--- src/hdl/assert_macros.svh ---
// assertion macros shared by the sorted key table rtl
// no dependencies; included by modules that carry concurrent checks
`ifndef ASSERT_MACROS_SVH
`define ASSERT_MACROS_SVH
`ifndef SYNTHESIS
// condition that must hold at every clock edge out of reset
`define CHK_HOLDS(lbl, cond, msg) \
  lbl: assert property (@(posedge clk) disable iff (rst) (cond)) else $error(msg);
// consequence that must hold in the cycle after the antecedent
`define CHK_NEXT(lbl, ante, cons, msg) \
  lbl: assert property (@(posedge clk) disable iff (rst) (ante) |=> (cons)) else $error(msg);
`else
`define CHK_HOLDS(lbl, cond, msg)
`define CHK_NEXT(lbl, ante, cons, msg)
`endif
`endif

--- src/hdl/suk_pkg.sv ---
`timescale 1ns / 1ps
// shared types, codes and constants of the sorted unique key table
// no dependencies; used by the channels, controller, datapath and top level
package suk_pkg;

  localparam int KEY_W       = 32;
  localparam int ACTION_W    = 2;
  localparam int STATUS_W    = 2;
  localparam int POS_W       = 5;
  localparam int DEF_CAPACITY = 16;

  // request actions; the unused code behaves as a search
  localparam logic [ACTION_W-1:0] ACT_INSERT = 2'd0;
  localparam logic [ACTION_W-1:0] ACT_DELETE = 2'd1;
  localparam logic [ACTION_W-1:0] ACT_SEARCH = 2'd2;

  // result status codes
  localparam logic [STATUS_W-1:0] ST_DONE    = 2'd0;
  localparam logic [STATUS_W-1:0] ST_DUP     = 2'd1;
  localparam logic [STATUS_W-1:0] ST_MISSING = 2'd2;
  localparam logic [STATUS_W-1:0] ST_FULL    = 2'd3;

  // memory read address select
  localparam logic [1:0] RD_SCAN = 2'd0;
  localparam logic [1:0] RD_PREV = 2'd1;
  localparam logic [1:0] RD_NEXT = 2'd2;

  typedef struct packed {
    logic                load_in;
    logic                idx_clear;
    logic                idx_inc;
    logic                idx_dec;
    logic                idx_load_count;
    logic                capture;
    logic                present_val;
    logic                rd_en;
    logic [1:0]          rd_sel;
    logic                wr_en;
    logic                wr_key;
    logic                count_inc;
    logic                count_dec;
    logic                load_out;
    logic [STATUS_W-1:0] status;
  } cmd_t;

  typedef struct packed {
    logic                idx_at_count;
    logic                rd_lt;
    logic                rd_eq;
    logic                idx_at_pos;
    logic                idx_last;
    logic                full;
    logic                present;
    logic [ACTION_W-1:0] action;
  } stat_t;

endpackage

--- src/hdl/suk_channels.sv ---
`timescale 1ns / 1ps
// valid/ready channels of the sorted unique key table: request and response
// depends on suk_pkg for field widths
interface suk_req_if;
  logic                              valid;
  logic                              ready;
  logic [suk_pkg::ACTION_W-1:0]      action;
  logic signed [suk_pkg::KEY_W-1:0]  key;

  modport source (output valid, output action, output key, input ready);
  modport sink (input valid, input action, input key, output ready);
endinterface

interface suk_rsp_if;
  logic                         valid;
  logic                         ready;
  logic [suk_pkg::STATUS_W-1:0] status;
  logic [suk_pkg::POS_W-1:0]    position;
  logic [suk_pkg::POS_W-1:0]    entry_count;

  modport source (output valid, output status, output position, output entry_count,
                  input ready);
  modport sink (input valid, input status, input position, input entry_count,
                output ready);
endinterface

--- src/hdl/suk_datapath.sv ---
`timescale 1ns / 1ps
// datapath of the sorted unique key table: key memory, index, count, result register
// depends on suk_pkg and assert_macros.svh; driven by suk_controller
`include "assert_macros.svh"
module suk_datapath #(
  parameter int CAPACITY = suk_pkg::DEF_CAPACITY
) (
  input  logic                               clk,
  input  logic                               rst,
  input  suk_pkg::cmd_t                      cmd,
  output suk_pkg::stat_t                     stat,
  input  logic [suk_pkg::ACTION_W-1:0]       in_action,
  input  logic signed [suk_pkg::KEY_W-1:0]   in_key,
  output logic [suk_pkg::STATUS_W-1:0]       out_status,
  output logic [suk_pkg::POS_W-1:0]          out_position,
  output logic [suk_pkg::POS_W-1:0]          out_entry_count
);

  localparam int CW = $clog2(CAPACITY + 1);
  localparam int AW = $clog2(CAPACITY);
  localparam logic [CW-1:0] CAP_C = CW'(CAPACITY);

  logic signed [suk_pkg::KEY_W-1:0] mem [CAPACITY];
  logic signed [suk_pkg::KEY_W-1:0] rdata;
  logic signed [suk_pkg::KEY_W-1:0] key;
  logic signed [suk_pkg::KEY_W-1:0] wdata;
  logic [suk_pkg::ACTION_W-1:0]     action;
  logic [CW-1:0]                    idx;
  logic [CW-1:0]                    idx_m1;
  logic [CW-1:0]                    idx_p1;
  logic [CW-1:0]                    pos;
  logic [CW-1:0]                    count;
  logic                             present;
  logic [AW-1:0]                    raddr;

  assign idx_m1 = idx - 1'b1;
  assign idx_p1 = idx + 1'b1;

  always_comb begin
    case (cmd.rd_sel)
      suk_pkg::RD_PREV: raddr = idx_m1[AW-1:0];
      suk_pkg::RD_NEXT: raddr = idx_p1[AW-1:0];
      default:          raddr = idx[AW-1:0];
    endcase
  end

  assign wdata = cmd.wr_key ? key : rdata;

  // single write port at the working index, one registered read port
  always_ff @(posedge clk) begin
    if (cmd.wr_en) begin
      mem[idx[AW-1:0]] <= wdata;
    end
    if (cmd.rd_en) begin
      rdata <= mem[raddr];
    end
  end

  always_ff @(posedge clk) begin
    if (cmd.load_in) begin
      key    <= in_key;
      action <= in_action;
    end
    if (cmd.idx_clear) begin
      idx <= '0;
    end else if (cmd.idx_load_count) begin
      idx <= count;
    end else if (cmd.idx_inc) begin
      idx <= idx_p1;
    end else if (cmd.idx_dec) begin
      idx <= idx_m1;
    end
    if (cmd.capture) begin
      pos     <= idx;
      present <= cmd.present_val;
    end
    if (cmd.load_out) begin
      out_status      <= cmd.status;
      out_position    <= suk_pkg::POS_W'(pos);
      out_entry_count <= suk_pkg::POS_W'(count);
    end
  end

  always_ff @(posedge clk) begin
    if (rst) begin
      count <= '0;
    end else if (cmd.count_inc) begin
      count <= count + 1'b1;
    end else if (cmd.count_dec) begin
      count <= count - 1'b1;
    end
  end

  assign stat.idx_at_count = (idx == count);
  assign stat.rd_lt        = (rdata < key);
  assign stat.rd_eq        = (rdata == key);
  assign stat.idx_at_pos   = (idx == pos);
  assign stat.idx_last     = (idx_p1 >= count);
  assign stat.full         = (count == CAP_C);
  assign stat.present      = present;
  assign stat.action       = action;

  `CHK_HOLDS(dp_count_le_cap, count <= CAP_C, "entry count above capacity")
  `CHK_HOLDS(dp_wr_in_range, !cmd.wr_en || (idx < CAP_C), "write beyond table")
  `CHK_NEXT(dp_count_inc, cmd.count_inc, count == $past(count) + 1'b1, "count did not grow")
  `CHK_NEXT(dp_count_dec, cmd.count_dec, count == $past(count) - 1'b1, "count did not shrink")

endmodule

--- src/hdl/suk_controller.sv ---
`timescale 1ns / 1ps
// controller state machine of the sorted unique key table
// depends on suk_pkg; sequences suk_datapath through scan, shift and result
module suk_controller (
  input  logic            clk,
  input  logic            rst,
  input  logic            req_valid,
  output logic            req_ready,
  output logic            rsp_valid,
  input  logic            rsp_ready,
  input  suk_pkg::stat_t  stat,
  output suk_pkg::cmd_t   cmd
);

  localparam logic [3:0] S_IDLE     = 4'd0;
  localparam logic [3:0] S_SCAN_RD  = 4'd1;
  localparam logic [3:0] S_SCAN_CMP = 4'd2;
  localparam logic [3:0] S_DECIDE   = 4'd3;
  localparam logic [3:0] S_INS_RD   = 4'd4;
  localparam logic [3:0] S_INS_WR   = 4'd5;
  localparam logic [3:0] S_DEL_RD   = 4'd6;
  localparam logic [3:0] S_DEL_WR   = 4'd7;
  localparam logic [3:0] S_FIN      = 4'd8;

  logic [3:0]                   state;
  logic [3:0]                   state_next;
  logic [suk_pkg::STATUS_W-1:0] status;
  logic [suk_pkg::STATUS_W-1:0] status_next;
  logic                         out_free;

  // no transaction is taken while reset is held
  assign req_ready = (state == S_IDLE) && !rst;
  assign out_free  = !rsp_valid || rsp_ready;

  always_comb begin
    state_next  = state;
    status_next = status;
    cmd         = '0;
    cmd.status  = status;
    unique case (state)
      S_IDLE: begin
        if (req_valid) begin
          cmd.load_in   = 1'b1;
          cmd.idx_clear = 1'b1;
          state_next    = S_SCAN_RD;
        end
      end
      S_SCAN_RD: begin
        if (stat.idx_at_count) begin
          cmd.capture = 1'b1;
          state_next  = S_DECIDE;
        end else begin
          cmd.rd_en  = 1'b1;
          cmd.rd_sel = suk_pkg::RD_SCAN;
          state_next = S_SCAN_CMP;
        end
      end
      S_SCAN_CMP: begin
        if (stat.rd_lt) begin
          cmd.idx_inc = 1'b1;
          state_next  = S_SCAN_RD;
        end else begin
          cmd.capture     = 1'b1;
          cmd.present_val = stat.rd_eq;
          state_next      = S_DECIDE;
        end
      end
      S_DECIDE: begin
        case (stat.action)
          suk_pkg::ACT_INSERT: begin
            if (stat.present) begin
              status_next = suk_pkg::ST_DUP;
              state_next  = S_FIN;
            end else if (stat.full) begin
              status_next = suk_pkg::ST_FULL;
              state_next  = S_FIN;
            end else begin
              status_next        = suk_pkg::ST_DONE;
              cmd.idx_load_count = 1'b1;
              state_next         = S_INS_RD;
            end
          end
          suk_pkg::ACT_DELETE: begin
            if (stat.present) begin
              status_next = suk_pkg::ST_DONE;
              state_next  = S_DEL_RD;
            end else begin
              status_next = suk_pkg::ST_MISSING;
              state_next  = S_FIN;
            end
          end
          default: begin
            status_next = stat.present ? suk_pkg::ST_DONE : suk_pkg::ST_MISSING;
            state_next  = S_FIN;
          end
        endcase
      end
      S_INS_RD: begin
        if (stat.idx_at_pos) begin
          cmd.wr_en     = 1'b1;
          cmd.wr_key    = 1'b1;
          cmd.count_inc = 1'b1;
          state_next    = S_FIN;
        end else begin
          cmd.rd_en  = 1'b1;
          cmd.rd_sel = suk_pkg::RD_PREV;
          state_next = S_INS_WR;
        end
      end
      S_INS_WR: begin
        cmd.wr_en   = 1'b1;
        cmd.idx_dec = 1'b1;
        state_next  = S_INS_RD;
      end
      S_DEL_RD: begin
        if (stat.idx_last) begin
          cmd.count_dec = 1'b1;
          state_next    = S_FIN;
        end else begin
          cmd.rd_en  = 1'b1;
          cmd.rd_sel = suk_pkg::RD_NEXT;
          state_next = S_DEL_WR;
        end
      end
      S_DEL_WR: begin
        cmd.wr_en   = 1'b1;
        cmd.idx_inc = 1'b1;
        state_next  = S_DEL_RD;
      end
      S_FIN: begin
        if (out_free) begin
          cmd.load_out = 1'b1;
          state_next   = S_IDLE;
        end
      end
      default: begin
        state_next = S_IDLE;
      end
    endcase
  end

  always_ff @(posedge clk) begin
    if (rst) begin
      state     <= S_IDLE;
      status    <= suk_pkg::ST_DONE;
      rsp_valid <= 1'b0;
    end else begin
      state  <= state_next;
      status <= status_next;
      if (cmd.load_out) begin
        rsp_valid <= 1'b1;
      end else if (rsp_ready) begin
        rsp_valid <= 1'b0;
      end
    end
  end

endmodule

--- src/hdl/sorted_unique_key_table.sv ---
`timescale 1ns / 1ps
// top level of the sorted unique key table: channels, controller and datapath
// depends on suk_pkg, suk_channels, suk_controller and suk_datapath
// Keeps up to CAPACITY distinct signed 32-bit keys in ascending order in a
// memory with one write port and one registered read port. Each request
// transaction (insert, delete or search; the unused action code searches)
// returns one response transaction with a status, the key's ordered position
// (the count of held keys below it, before the request) and the entry count
// after the request. Requests are handled one at a time. A request first
// scans the memory from the bottom, a read and then a compare for each key
// smaller than the request key, since every compare waits on the registered
// read. An insert then shifts the upper keys up, a read and then a write for
// each moved key, and a delete shifts them down the same way. The response
// sits in an output register, so the next request is taken while it waits;
// only a second result finding that register still full stalls. Reset
// empties the table at once through the entry count; memory contents need
// no clearing.
module sorted_unique_key_table #(
  parameter int CAPACITY = suk_pkg::DEF_CAPACITY
) (
  input logic       clk,
  input logic       rst,
  suk_req_if.sink   req,
  suk_rsp_if.source rsp
);

  suk_pkg::cmd_t  cmd;
  suk_pkg::stat_t stat;

  // sequencing: scan, decide, shift, then load the response register
  suk_controller u_ctl (
    .clk       (clk),
    .rst       (rst),
    .req_valid (req.valid),
    .req_ready (req.ready),
    .rsp_valid (rsp.valid),
    .rsp_ready (rsp.ready),
    .stat      (stat),
    .cmd       (cmd)
  );

  // key memory, working index, entry count and response payload
  suk_datapath #(
    .CAPACITY (CAPACITY)
  ) u_dp (
    .clk             (clk),
    .rst             (rst),
    .cmd             (cmd),
    .stat            (stat),
    .in_action       (req.action),
    .in_key          (req.key),
    .out_status      (rsp.status),
    .out_position    (rsp.position),
    .out_entry_count (rsp.entry_count)
  );

endmodule

--- src/flat_wrapper.sv ---
// flat-port wrapper written by rule: the top's interface ports become plain ports
module sorted_unique_key_table_flat 
#(
  parameter int CAPACITY = suk_pkg::DEF_CAPACITY
)
  (clk, rst, req_valid, req_action, req_key, req_ready, rsp_valid, rsp_status, rsp_position, rsp_entry_count, rsp_ready);
  suk_req_if req_i ();
  suk_rsp_if rsp_i ();
  input logic clk;
  input logic rst;
  input wire logic [$bits(req_i.valid)-1:0] req_valid;
  input wire logic [$bits(req_i.action)-1:0] req_action;
  input wire logic [$bits(req_i.key)-1:0] req_key;
  output wire logic [$bits(req_i.ready)-1:0] req_ready;
  output wire logic [$bits(rsp_i.valid)-1:0] rsp_valid;
  output wire logic [$bits(rsp_i.status)-1:0] rsp_status;
  output wire logic [$bits(rsp_i.position)-1:0] rsp_position;
  output wire logic [$bits(rsp_i.entry_count)-1:0] rsp_entry_count;
  input wire logic [$bits(rsp_i.ready)-1:0] rsp_ready;
  assign req_i.valid = req_valid;
  assign req_i.action = req_action;
  assign req_i.key = req_key;
  assign req_ready = req_i.ready;
  assign rsp_valid = rsp_i.valid;
  assign rsp_status = rsp_i.status;
  assign rsp_position = rsp_i.position;
  assign rsp_entry_count = rsp_i.entry_count;
  assign rsp_i.ready = rsp_ready;
  sorted_unique_key_table #(.CAPACITY(CAPACITY)) u_core (.clk(clk), .rst(rst), .req(req_i), .rsp(rsp_i));
endmodule
--- config.mk ---
export PLATFORM = sky130hd
export DESIGN_NAME = sorted_unique_key_table_flat
export DESIGN_NICKNAME = d
export VERILOG_FILES = /design/src/hdl/suk_pkg.sv /design/src/hdl/suk_channels.sv /design/src/hdl/suk_datapath.sv /design/src/hdl/suk_controller.sv /design/src/hdl/sorted_unique_key_table.sv /design/src/flat_wrapper.sv
export VERILOG_INCLUDE_DIRS = /design/src /design/src/hdl
export SDC_FILE = /design/constraint.sdc
export NUM_CORES = 1
export LEC_CHECK = 0
export BUFFER_PORTS_ARGS = -buffer_cell sky130_fd_sc_hd__buf_2
export CAP_MARGIN = 0
export CORE_UTILIZATION = 25
export CTS_CLUSTER_DIAMETER = 100
export DETAILED_ROUTE_END_ITERATION = 10
export PLACE_DENSITY_LB_ADDON = 0.1
export SLEW_MARGIN = 20
export SYNTH_ARGS = -nofsm -noshare
export SYNTH_HDL_FRONTEND = slang
export SYNTH_HIERARCHICAL = 1
export SYNTH_SLANG_ARGS = --single-unit
--- constraint.sdc ---
create_clock -name clk -period 4.4 [get_ports clk]
set_input_delay 0.44 -clock clk [delete_from_list [all_inputs] [get_ports clk]]
set_output_delay 0.44 -clock clk [all_outputs]
set_load 0.1 [all_outputs]
Word level (Yosys, flattened, before mapping)

Memory sizes are Yosys's and may differ from the RTL's. A register that Yosys moved wholly into a read port is not among the register bits.
Cells that the tools add are included.
W data, S select, Z words.

Register bits: 69
Memory bits (writable): 512
Bits of input ports: 38
Output and inout bits: 14
Word-level logic and storage cells: 98
Memories: 1

Add/subtract/negate cells: 4
$lt $le $gt $ge: 2
Eq/ne operators: 17
Multiplexer cells: 49
Bitwise operators: 1
Reductions and logical operators: 12

Memory list:

| name            | words | bits a word | rd ports | clocked after Yosys merged registers in | wr ports | line               | text |
|---|---|---|---|---|---|---|---|
| u_core.u_dp.mem | 16    | 32          | 1        | 1                                       | 1        | suk_datapath.sv:23 | `logic signed [suk_pkg::KEY_W-1:0] mem [CAPACITY];` |

Operator list:

| operator              | count |
|---|---|
| $pmux W4 S9           | 1 |
| $eq A32 B32 Y1        | 1 |
| $lt A32 B32 Y1        | 1 |
| $mux W32              | 1 |
| $mux W4               | 7 |
| $mux W5               | 5 |
| $mux W2               | 9 |
| $eq A4 B3 Y1 const B  | 4 |
| $mux W1               | 16 |
| $pmux W4 S2           | 2 |
| $mux W3               | 4 |
| $add A5 B1 Y5 const B | 2 |
| $eq A5 B5 Y1          | 2 |
| $sub A5 B1 Y5 const B | 2 |
| $pmux W3 S3           | 1 |
| $eq A4 B2 Y1 const B  | 2 |
| $pmux W1 S2           | 3 |
| $eq A5 B5 Y1 const B  | 1 |
| $ge A5 B5 Y1          | 1 |
| $eq A2 B1 Y1 const B  | 2 |
| $eq A4 B1 Y1 const B  | 1 |
| $eq A4 B4 Y1 const B  | 1 |
| $logic_not A4 Y1      | 1 |
| $ne A2 B2 Y1 const B  | 2 |
| 10 further kinds      | 13 |

Depth between registers and ports, before layout

Gate-level depths: netlist of the first run.

Depth after elaboration: 6
Depth in mapped cells: 18
Depth with buffers taken out: 15

By module

Netlist of the first run, hierarchy kept.

By module, submodules not included:

| module         | instances | cells each | area each (um2) | sequential area each (um2) |
|---|---|---|---|---|
| suk_datapath   | 1         | 1166       | 24439.7         | 18097.4 |
| suk_controller | 1         | 75         | 553.0           | 140.1 |

Worst setup path after synthesis of the first run

Ideal clock, no wire load.

Path type: reg2reg
From: reg u_core.u_dp.idx[2]
To: mem u_core/u_dp/mem[3][0] in the netlist's numbering (enable)
Library setup time: 0.461 ns
Arrival time: 4.087 ns
Data required time: 3.939 ns
Path slack: -0.148 ns
Cell stages (with the launch flop): 10
Buffers on the path: 2
Period minus slack after synthesis: 4.548 ns
Cells stage by stage: dfxtp_1 -> clkbuf_1 -> buf_1 -> xnor2_1 -> nand3_1 -> nor3_1 -> a21oi_1 -> nor2b_1 -> nand2_1 -> nor3_1

RTL lines:

| what                   | line               | text |
|---|---|---|
| from (decl)            | suk_datapath.sv:28 | `logic [CW-1:0] idx;` |
| from (signal assigned) | suk_datapath.sv:67 | `idx <= count;` |
| from (signal assigned) | suk_datapath.sv:69 | `idx <= idx_p1;` |
| from (signal assigned) | suk_datapath.sv:71 | `idx <= idx_m1;` |
| to (decl)              | suk_datapath.sv:23 |  |

==> results of run 1 <==
## per-layer routing
metal | global-route usage [%] | vias up | wire length [um]
met2 | 22.5 | 211 | 33100
met3 | 2.23 | 100 | 2270
met5 | 0 | - | 0
met4 | 3.79 | 0 | 1500
met1 | 17.6 | 6499 | 30300
li1 | - | 5430 | -
## final cells by class
| class | instances | share of cell area (%) |
|---|---|---|
| clock buffers | 91 | 6.40 |
| clock inverters | 45 | 1.63 |
| inverters | 50 | 0.617 |
| multi-input cells | 521 | 20.7 |
| flip-flops and latches | 613 | 59.9 |
| well taps | 1287 | 5.29 |
| repair buffers | 165 | 5.37 |
## sequential cells by signal, summed over array words and instances, names as in the netlist, 4 cells and up
name,flops
u_core/u_dp/rdata,32
u_core/u_dp/mem,512
u_core/u_ctl/state,4
u_core/u_dp/key,32
u_core/u_dp/idx,5
u_core/u_dp/out_entry_count,5
u_core/u_dp/out_position,5
u_core/u_dp/pos,5
u_core/u_dp/count,5
## layout by cell type, fill, tap and decap left out, drive strengths merged, types with 9 or more instances in the layout
cell type	netlist	final
mux2i	101	101
inv	50	54
clkbuf	23	92
dfxtp	17	17
edfxtp	596	596
xnor2	11	11
nand2	24	24
xor2	9	9
bufinv	0	9
nor2	33	33
nor3	16	16
mux2	31	31
a21oi	28	28
dlygate4sd3	0	31
clkinv	0	28
ha	47	47
buf	34	133
mux4	128	128
## cells by family (layout without fill, tap and decap cells)
group / count (synthesis) / count (layout) / share of synthesized area [%]
compound gates: 73 / 73 / 1.90
xor+xnor: 20 / 20 / 0.701
fa+ha+maj: 48 / 48 / 2.43
buf+inv: 107 / 351 / 2.54
flops: 613 / 613 / 73.0
mux: 260 / 260 / 17.0
simple gates: 120 / 120 / 2.48
## critical path: stages, from the launching register on
cell and delay, ns:
dfxtp_1 0.35, inv_1 0.07, ha_1 0.33, ha_1 0.29, a21o_1 0.16, a21o_1 0.17, a21o_1 0.16, a21o_1 0.21
nor3_4 0.14, inv_1 0.07, ha_1 0.25, o21bai_1 0.18, o21a_4 0.26, buf_4 0.30, mux4_2 0.55, mux2i_1 0.19
mux2i_1 0.12
## power by group through the flow
stage	Clock [W]	Combinational [W]	Sequential, W
after floorplan	0	0.00119	0.00679
after global placement	0	0.00168	0.00682
after detailed placement	0	0.00170	0.00682
after CTS	0.00637	0.00172	0.00670
after global routing	0.00658	0.00188	0.00671
final	0.00616	0.00172	0.00670
## path summary, 6_finish.rpt
| path | end | cells after the start | startpoint | slack, ns |
|---|---|---|---|---|
| setup / recovery | u_core/u_dp/rdata[5]$_DFFE_PP_ | 16 | u_core/u_dp/idx[0]$_SDFFE_PP0P_ | 0.33 |
| hold / removal | u_core/u_dp/key[2]$_DFFE_PP_ | 1 | req_key[2] | 0.04 |
| setup reg to reg | u_core/u_dp/rdata[5]$_DFFE_PP_ | 16 | u_core/u_dp/idx[0]$_SDFFE_PP0P_ | 0.33 |
| hold reg to reg | u_core/u_dp/out_status[0]$_DFFE_PP_ | 0 | u_core/u_ctl/status[0]$_SDFFE_PP0P_ | 0.43 |
## synthesized netlist by cell type, drive strengths merged (2+ instances only)
library cell	n	area, um^2
a211o	2	17.5
a211oi	5	37.5
a21boi	2	15.0
a21o	8	60.1
a21oi	28	140
a221o	2	20.0
a31oi	2	12.5
and3b	3	26.3
and4	2	17.5
buf	34	360
clkbuf	23	86.3
dfxtp	17	340
edfxtp	596	17900
ha	47	588
inv	50	188
mux2	31	349
mux2i	101	1010
mux4	128	2880
nand2	24	90.1
nand2b	7	43.8
nand3	8	40.0
nand4	6	37.5
nor2	33	124
nor2b	6	37.5
nor3	16	80.1
nor4	2	12.5
nor4b	2	17.5
o211ai	3	22.5
o21ai	8	40.0
o21bai	2	15.0
o221ai	2	17.5
o311a	2	20.0
or3	2	12.5
or4	2	15.0
xnor2	11	96.3
xor2	9	78.8
## stage by stage
step	power, W	hold slack [ns]
2_1_floorplan	0.00798	0.406
3_3_place_gp	0.00851	0.422
3_5_place_dp	0.00852	0.426
4_1_cts	0.0148	0.0126
5_1_grt	0.0152	0.0197
6_report	0.0146	0.0394
## repair_timing
item | 4_1_cts | 5_1_grt
setup buffers | 0 | 10
hold buffers | 31 | 0
hold endpoints to repair | 31 | 0
gates resized for setup | 0 | 5
endpoints found under the setup margin | 0 | 32
==> results by stage, run 1 <==
Timing:
- The share of the clock period used by the worst path after layout is 92.6%.
- The worst path in the final design needs a cycle of 4.07 ns, including I/O delays and setup.
- The final number of hold-violating endpoints came to 0.
- After layout, the worst setup slack is 0.325 ns.
- Headroom to the max-slew limit came out at 34.0%.
- Setup violations remaining at the end of the flow were counted as 0.
- Setup repair after global routing left no endpoint under its margin.
- The measured slew at the worst slew-check pin is 0.990 ns.
- The setup TNS is 0 ns.
- The maximum achievable frequency is 245 MHz.
- The max-slew violation count was 0.
- The largest clock skew in the final design is 0.0207 ns.

Placed design:
- The count of input and output buffers is 51.
- OpenSTA, run right after detailed placement, puts the worst setup slack at 0.0458 ns.
- The number of placed instances, taps included, is 2594.
- In this run the cell area measured after placement is 27500 um^2.
- Once detailed placement completed, the half-perimeter wirelength came to 35100 um.
- Routability-driven placement finished with a final weighted congestion of 0.714.

Flow run:
- The tool flagged a number of max-cap violations equal to 0.

Floorplanning:
- 52 I/O pins were placed.
- In this run the horizontal extent of the chip is 318 um.
- The area of the core region is 98700 um^2.
- The die covers 101000 um^2.
- For this configuration, the core starts out at a cell density of 25.3%.
- The row count is 115.
- In this run the vertical extent of the chip is 318 um.

Power:
- IR analysis of the VDD net gives a maximum drop of 0.000235 V.
- The leakage component of the power is 10.5 nW.
- For this design the total switching power over the nets is 0.00344 W.
- The fraction of power consumed by combinational cells is 11.8%.
- Net switching is 23.6% of the power.
- The clock power share is 42.3%.
- The power density normalized to cell area is 479 nW/um^2.
- The internal power contribution is 0.0111 W.
- Of the total power, registers draw 46.0%.

CTS:
- The count of H-tree levels built during CTS is 3.
- Clock latency on the worst-skew pair, taken at its later pin, is 0.62 ns.
- The tree is rooted in a clkbuf_16.
- The clock passes through at most 3 buffers.
- TritonCTS created 73 clock buffers.
- The clock tree from TritonCTS is done.
- The clock drives 613 sinks.
- The clock-pin transition on the worst setup and hold timing paths is 0.06 ns.

Cells and area:
- The filler cell count is 9589.
- Cells fill 30.8% of the core in the end.
- Of the cells placed in the final design, the portion with a size suffix greater than 1 is 29.0%.
- The filler-free cell count of the finished design is 2772.
- Summing all flip-flop and latch instances after layout gives 18200 um^2.
- The footprint of the multi-input gates is 6310 um^2.
- The cell area after layout is 30400 um^2.
- The number of antenna cells inserted is 0.
- Relative to the synthesized area, the layout overhead comes to 21.7%.
- The net count of the finished layout is 1510.

GRT:
- The total congestion overflow after global routing is 0.
- The initial antenna violation count came to 1.
- The global-route total usage across every layer is 13.3%.
- The via count of the first global-routing pass is 13.1k.
- The maximum number of pins on one net before global-route repair is 33.
- The first global-routing pass estimated 96300 um of wire.

Routing:
- The average routed wire per standard cell is 24.2 um.
- The number of iterations in the first detailed-routing pass is 5.
- Wires add up to 67100 um.
- The vias after detailed routing is 12.2k.
- The via density per instance is 4.42.
- For this run, design rule violations remaining after detail routing come to 0.
- Once detail routing completed, the nets flagged for antenna violations numbered 0.
- After the first detailed-routing iteration, the DRC count stood at 752.

Critical path:
- The worst setup path is launched from a flop.
- The biggest fanout along the worst timing path is 10.
- The critical path endpoint category is a flop.
- The critical path is of the reg2reg type.
- The data arrival time at the worst-slack endpoint is 4.42 ns.
- The required time at the endpoint of the critical path is 4.74 ns.

Synth:
- Yosys printed 6 warnings.
- The number of distinct library cells after synthesis is 55.
- The fraction of the yosys area taken by sequential cells is 73.0%.
- In this run, synthesis inferred 596 flip-flops with an integrated enable.
- The cell area that synthesis handed to floorplanning was 25000 um^2.
- When the netlist entered floorplanning its net count stood at 1327.
- The proportion of synthesized flip-flops having asynchronous set or reset is 0%.
- In the synthesized netlist the dominant register cell turns out to be edfxtp_1.
- The register bit count reported by yosys is 613.
- After technology mapping, the gate count stands at 1241.
- The average instance in the mapped netlist occupies 20.1 um^2.

Outcome:
- The flow ran to the end, and the final reports show no timing, DRC or antenna violations.

Min path:
- The class of the worst hold path is in2reg.
Note: power is estimated with default switching activity, not from simulation.
==> inputs of run 2 (changes only) <==
RECOVER_POWER = 50   (was unset)
TNS_END_PERCENT = 20   (was unset)
==> results by stage, run 2 (synthesized netlist as in run 1, its figures left out) <==
Timing:
- The measured slew at the worst slew-check pin is 1.96 ns (+0.967 ns).
- The count of endpoints failing setup in the final report was 0 (unchanged).
- The maximum achievable frequency is 245 MHz (-0.13%).
- The final number of hold-violating endpoints is 0 (unchanged).
- Setup repair after global routing left no endpoint under its margin.
- The share of the clock period used by the worst path after layout was 92.7% (+0.12 points).
- The largest clock skew in the final design is 0.0205 ns (-0.000223 ns).
- The relative max-transition margin is -30.5% (-64 points).
- The max-slew violation count is 108 (+108).
- The time the worst path needs with I/O delays and setup is 4.08 ns (+0.00533 ns).

Routing:
- The total wirelength of the detailed-routed design is 67200 um (+0.11%).
- The average routed wire per standard cell came to 24.2 um (+0.11%).
- The via density per instance is 4.42 (about the same).
- The number of iterations in the first detailed-routing pass was 4 (-1).
- The vias after detailed routing is 12.2k (+0.049%).
- The first-iteration detailed-routing DRC count is 732 (-2.7%).
- The number of routed nets with antenna violations is 0 (unchanged).
- The DRC violation count after routing is 0 (unchanged).

CTS:
- The number of clock buffers inserted by TritonCTS came to 73 (unchanged).
- The clock latency at the later pin of the worst-skew pair came to 0.61 ns (about the same).
- The number of buffers on the longest clock path came to 3 (unchanged).
- The clock root buffer master is clkbuf_16.
- The count of H-tree levels built during CTS is 3 (unchanged).
- The clock sink count is 613 (unchanged).
- The clock-pin transition on the worst setup and hold timing paths is 0.06 ns (about the same).
- TritonCTS built the clock tree.

Cells and area:
- The layout overhead on the synthesized area is 20.9%.
- The library cell used most frequently in the layout, excluding fill and tap cells, is edfxtp_1.
- The count of nets after finishing is 1510 (unchanged).
- The cell area after layout is 30200 um^2 (-0.66%).
- The ratio of cells with drive above 1 in the final layout is 25.7% (-3.2 points).
- The flip-flop count of the largest register, all copies and words added is 512 (unchanged).
- The filler cell count is 9620 (+0.32%).
- The number of antenna cells inserted came to 0 (unchanged).
- The filler-free cell count of the finished design is 2772 (unchanged).
- Leaving out fill and tap cells, the most frequent cells in the layout are 596 x edfxtp_1, 128 x mux4_2, 100 x mux2i_1, 76 x clkbuf_16, 50 x inv_1.

Critical path:
- Among all stages on the critical path, the largest delay is contributed by mux4_2.
- The required time at the endpoint of the critical path was 4.74 ns (about the same).
- The data arrival time at the worst-slack endpoint came to 4.42 ns (about the same).
- The biggest fanout along the worst timing path came to 10 (unchanged).
- The critical path's largest stage delay is 0.55 ns (about the same).
- The critical path endpoint category is a flop.
- The critical path is of the reg2reg type.
- The start point of the critical path is u_core/u_dp/idx[0]$_SDFFE_PP0P_.
- The worst setup path is launched from a flop.
- By instance count, the cell type seen most on the critical path is a21o_1.
- The startpoint of the most critical register-to-register path is u_core/u_dp/idx[0]$_SDFFE_PP0P_.
- Traced cell by cell, the critical path runs through inv_1, ha_1, ha_1, a21o_1, a21o_1, a21o_1, a21o_1, nor3_4, inv_1, ha_1, o21bai_1, o21a_4, buf_4, mux4_2, mux2i_1, mux2i_1.

Floorplanning:
- The count of boundary I/O pins is 52 (unchanged).
- The starting utilization of the core area is 25.3% (unchanged).
- The die area is 101000 um^2 (unchanged).
- The row count is 115 (unchanged).
- The area of the core region was 98700 um^2 (unchanged).
- The height of the die is 318 um (unchanged).
- The width of the die is 318 um (unchanged).

Placed design:
- The area after detailed placement is 27500 um^2 (unchanged).
- The global placement routability congestion came to 0.714 (unchanged).
- The post-placement cell count is 2594 (unchanged).
- The final HPWL from detailed placement is 35100 um (unchanged).
- The count of input and output buffers is 51 (unchanged).

Power:
- The net switching power was 0.00343 W (-0.12%).
- The portion of total power attributed to sequential cells is 46.0% (about the same).
- The fraction of power consumed by combinational cells is 11.7% (about the same).
- The switching share of total power came to 23.6% (about the same).
- The internal power contribution is 0.0111 W (-0.11%).
- The worst supply voltage drop on vdd is 0.000236 V (+0.15%).
- The clock power share is 42.3% (about the same).
- The leakage component of the power is 10.4 nW (-1.2%).
- The power density normalized to cell area is 482 nW/um^2 (+0.55%).

GRT:
- The total congestion overflow after global routing came to 0 (unchanged).
- The global-route wire length before repair was 96300 um (unchanged).
- The maximum number of pins on one net before global-route repair is 33 (unchanged).
- The global-route total usage across every layer is 13.3% (unchanged).
- The via count of the first global-routing pass is 13.1k (unchanged).
- The initial antenna violation count is 2 (+1).

Min path:
- The class of the worst hold path is in2reg.
- The origin of the worst min-delay path is req_key[2].

Outcome:
- The run finished, with violations left.
- The final reports fail on capacitance limit, slew limit.

Flow run:
- The number of max-cap violations was 4 (+4).
==> run 2: cell count changes in the layout (fill, tap and decap cells not counted), moves of 10 or more <==
cell / before / now
mux2_1: 0 / 15
clkbuf_1: 15 / 44
buf_12: 34 / 24
buf_2: 51 / 29
mux2_2: 31 / 16
==> run 2: final cells by class <==
class / instances / area [um^2] / share of cell area, %
Clock buffer: 91 / 1950 / 6.44
Clock inverter: 45 / 497 / 1.64
Inverter: 50 / 188 / 0.621
Multi-Input combinational cell: 521 / 6300 / 20.8
Sequential cell: 613 / 18200 / 60.3
Tap cell: 1287 / 1610 / 5.33
Timing Repair Buffer: 165 / 1450 / 4.79
==> run 2: what timing repair did <==
action	CTS	global route
setup endpoints to repair	0	32
buffers inserted	0	10
hold buffers	31	0
gates resized for setup	0	5
hold endpoints to repair	31	0
==> run 2: stage by stage <==
step	util (%)	setup slack [ns]	hold slack, ns	power [W]	TNS (ns)
CTS	30.7	0.0466	0.0126	0.0148	0
detailed placement	27.9	0.0458	0.426	0.00852	0
global route	30.6	0.0448	0.0758	0.0152	0
floorplan	-	-0.148	0.406	0.00798	-18.80
finish	30.6	0.320	0.0731	0.0146	0
global placement	27.9	0.111	0.422	0.00851	0
==> run 2: worst paths after layout <==
| path | endpoint | slack [ns] | cells past startpoint |
|---|---|---|---|
| worst max register to register | u_core/u_dp/rdata[5]$_DFFE_PP_ | 0.32 | 16 |
| worst max-delay path | u_core/u_dp/rdata[5]$_DFFE_PP_ | 0.32 | 16 |
| worst min register to register | u_core/u_dp/out_status[0]$_DFFE_PP_ | 0.43 | 0 |
| worst min-delay path | u_core/u_dp/key[2]$_DFFE_PP_ | 0.07 | 1 |
==> run 2: worst max-delay path: cells and delay by family, from the launching register on <==
family,cells,cell delay [ns]
buf+inv,3,0.44
simple gates,1,0.15
compound gates,6,1.14
flops,1,0.36
fa+ha+maj,3,0.87
mux,3,0.86
==> run 2: power by group through the flow <==
stage	clock network [W]	registers, W	logic (W)
floorplan	0	0.00679	0.00119
global placement	0	0.00682	0.00168
detailed placement	0	0.00682	0.00170
CTS	0.00637	0.00670	0.00172
global route	0.00658	0.00671	0.00187
finish	0.00616	0.00670	0.00170
==> run 2: per-layer routing <==
layer | global-route usage [%] | share of wire (%) | up-vias
li1 | - | - | 5428
met3 | 2.23 | 3.3 | 94
met4 | 3.79 | 2.1 | 0
met1 | 17.6 | 45 | 6521
met5 | 0 | 0 | -
met2 | 22.5 | 49 | 203
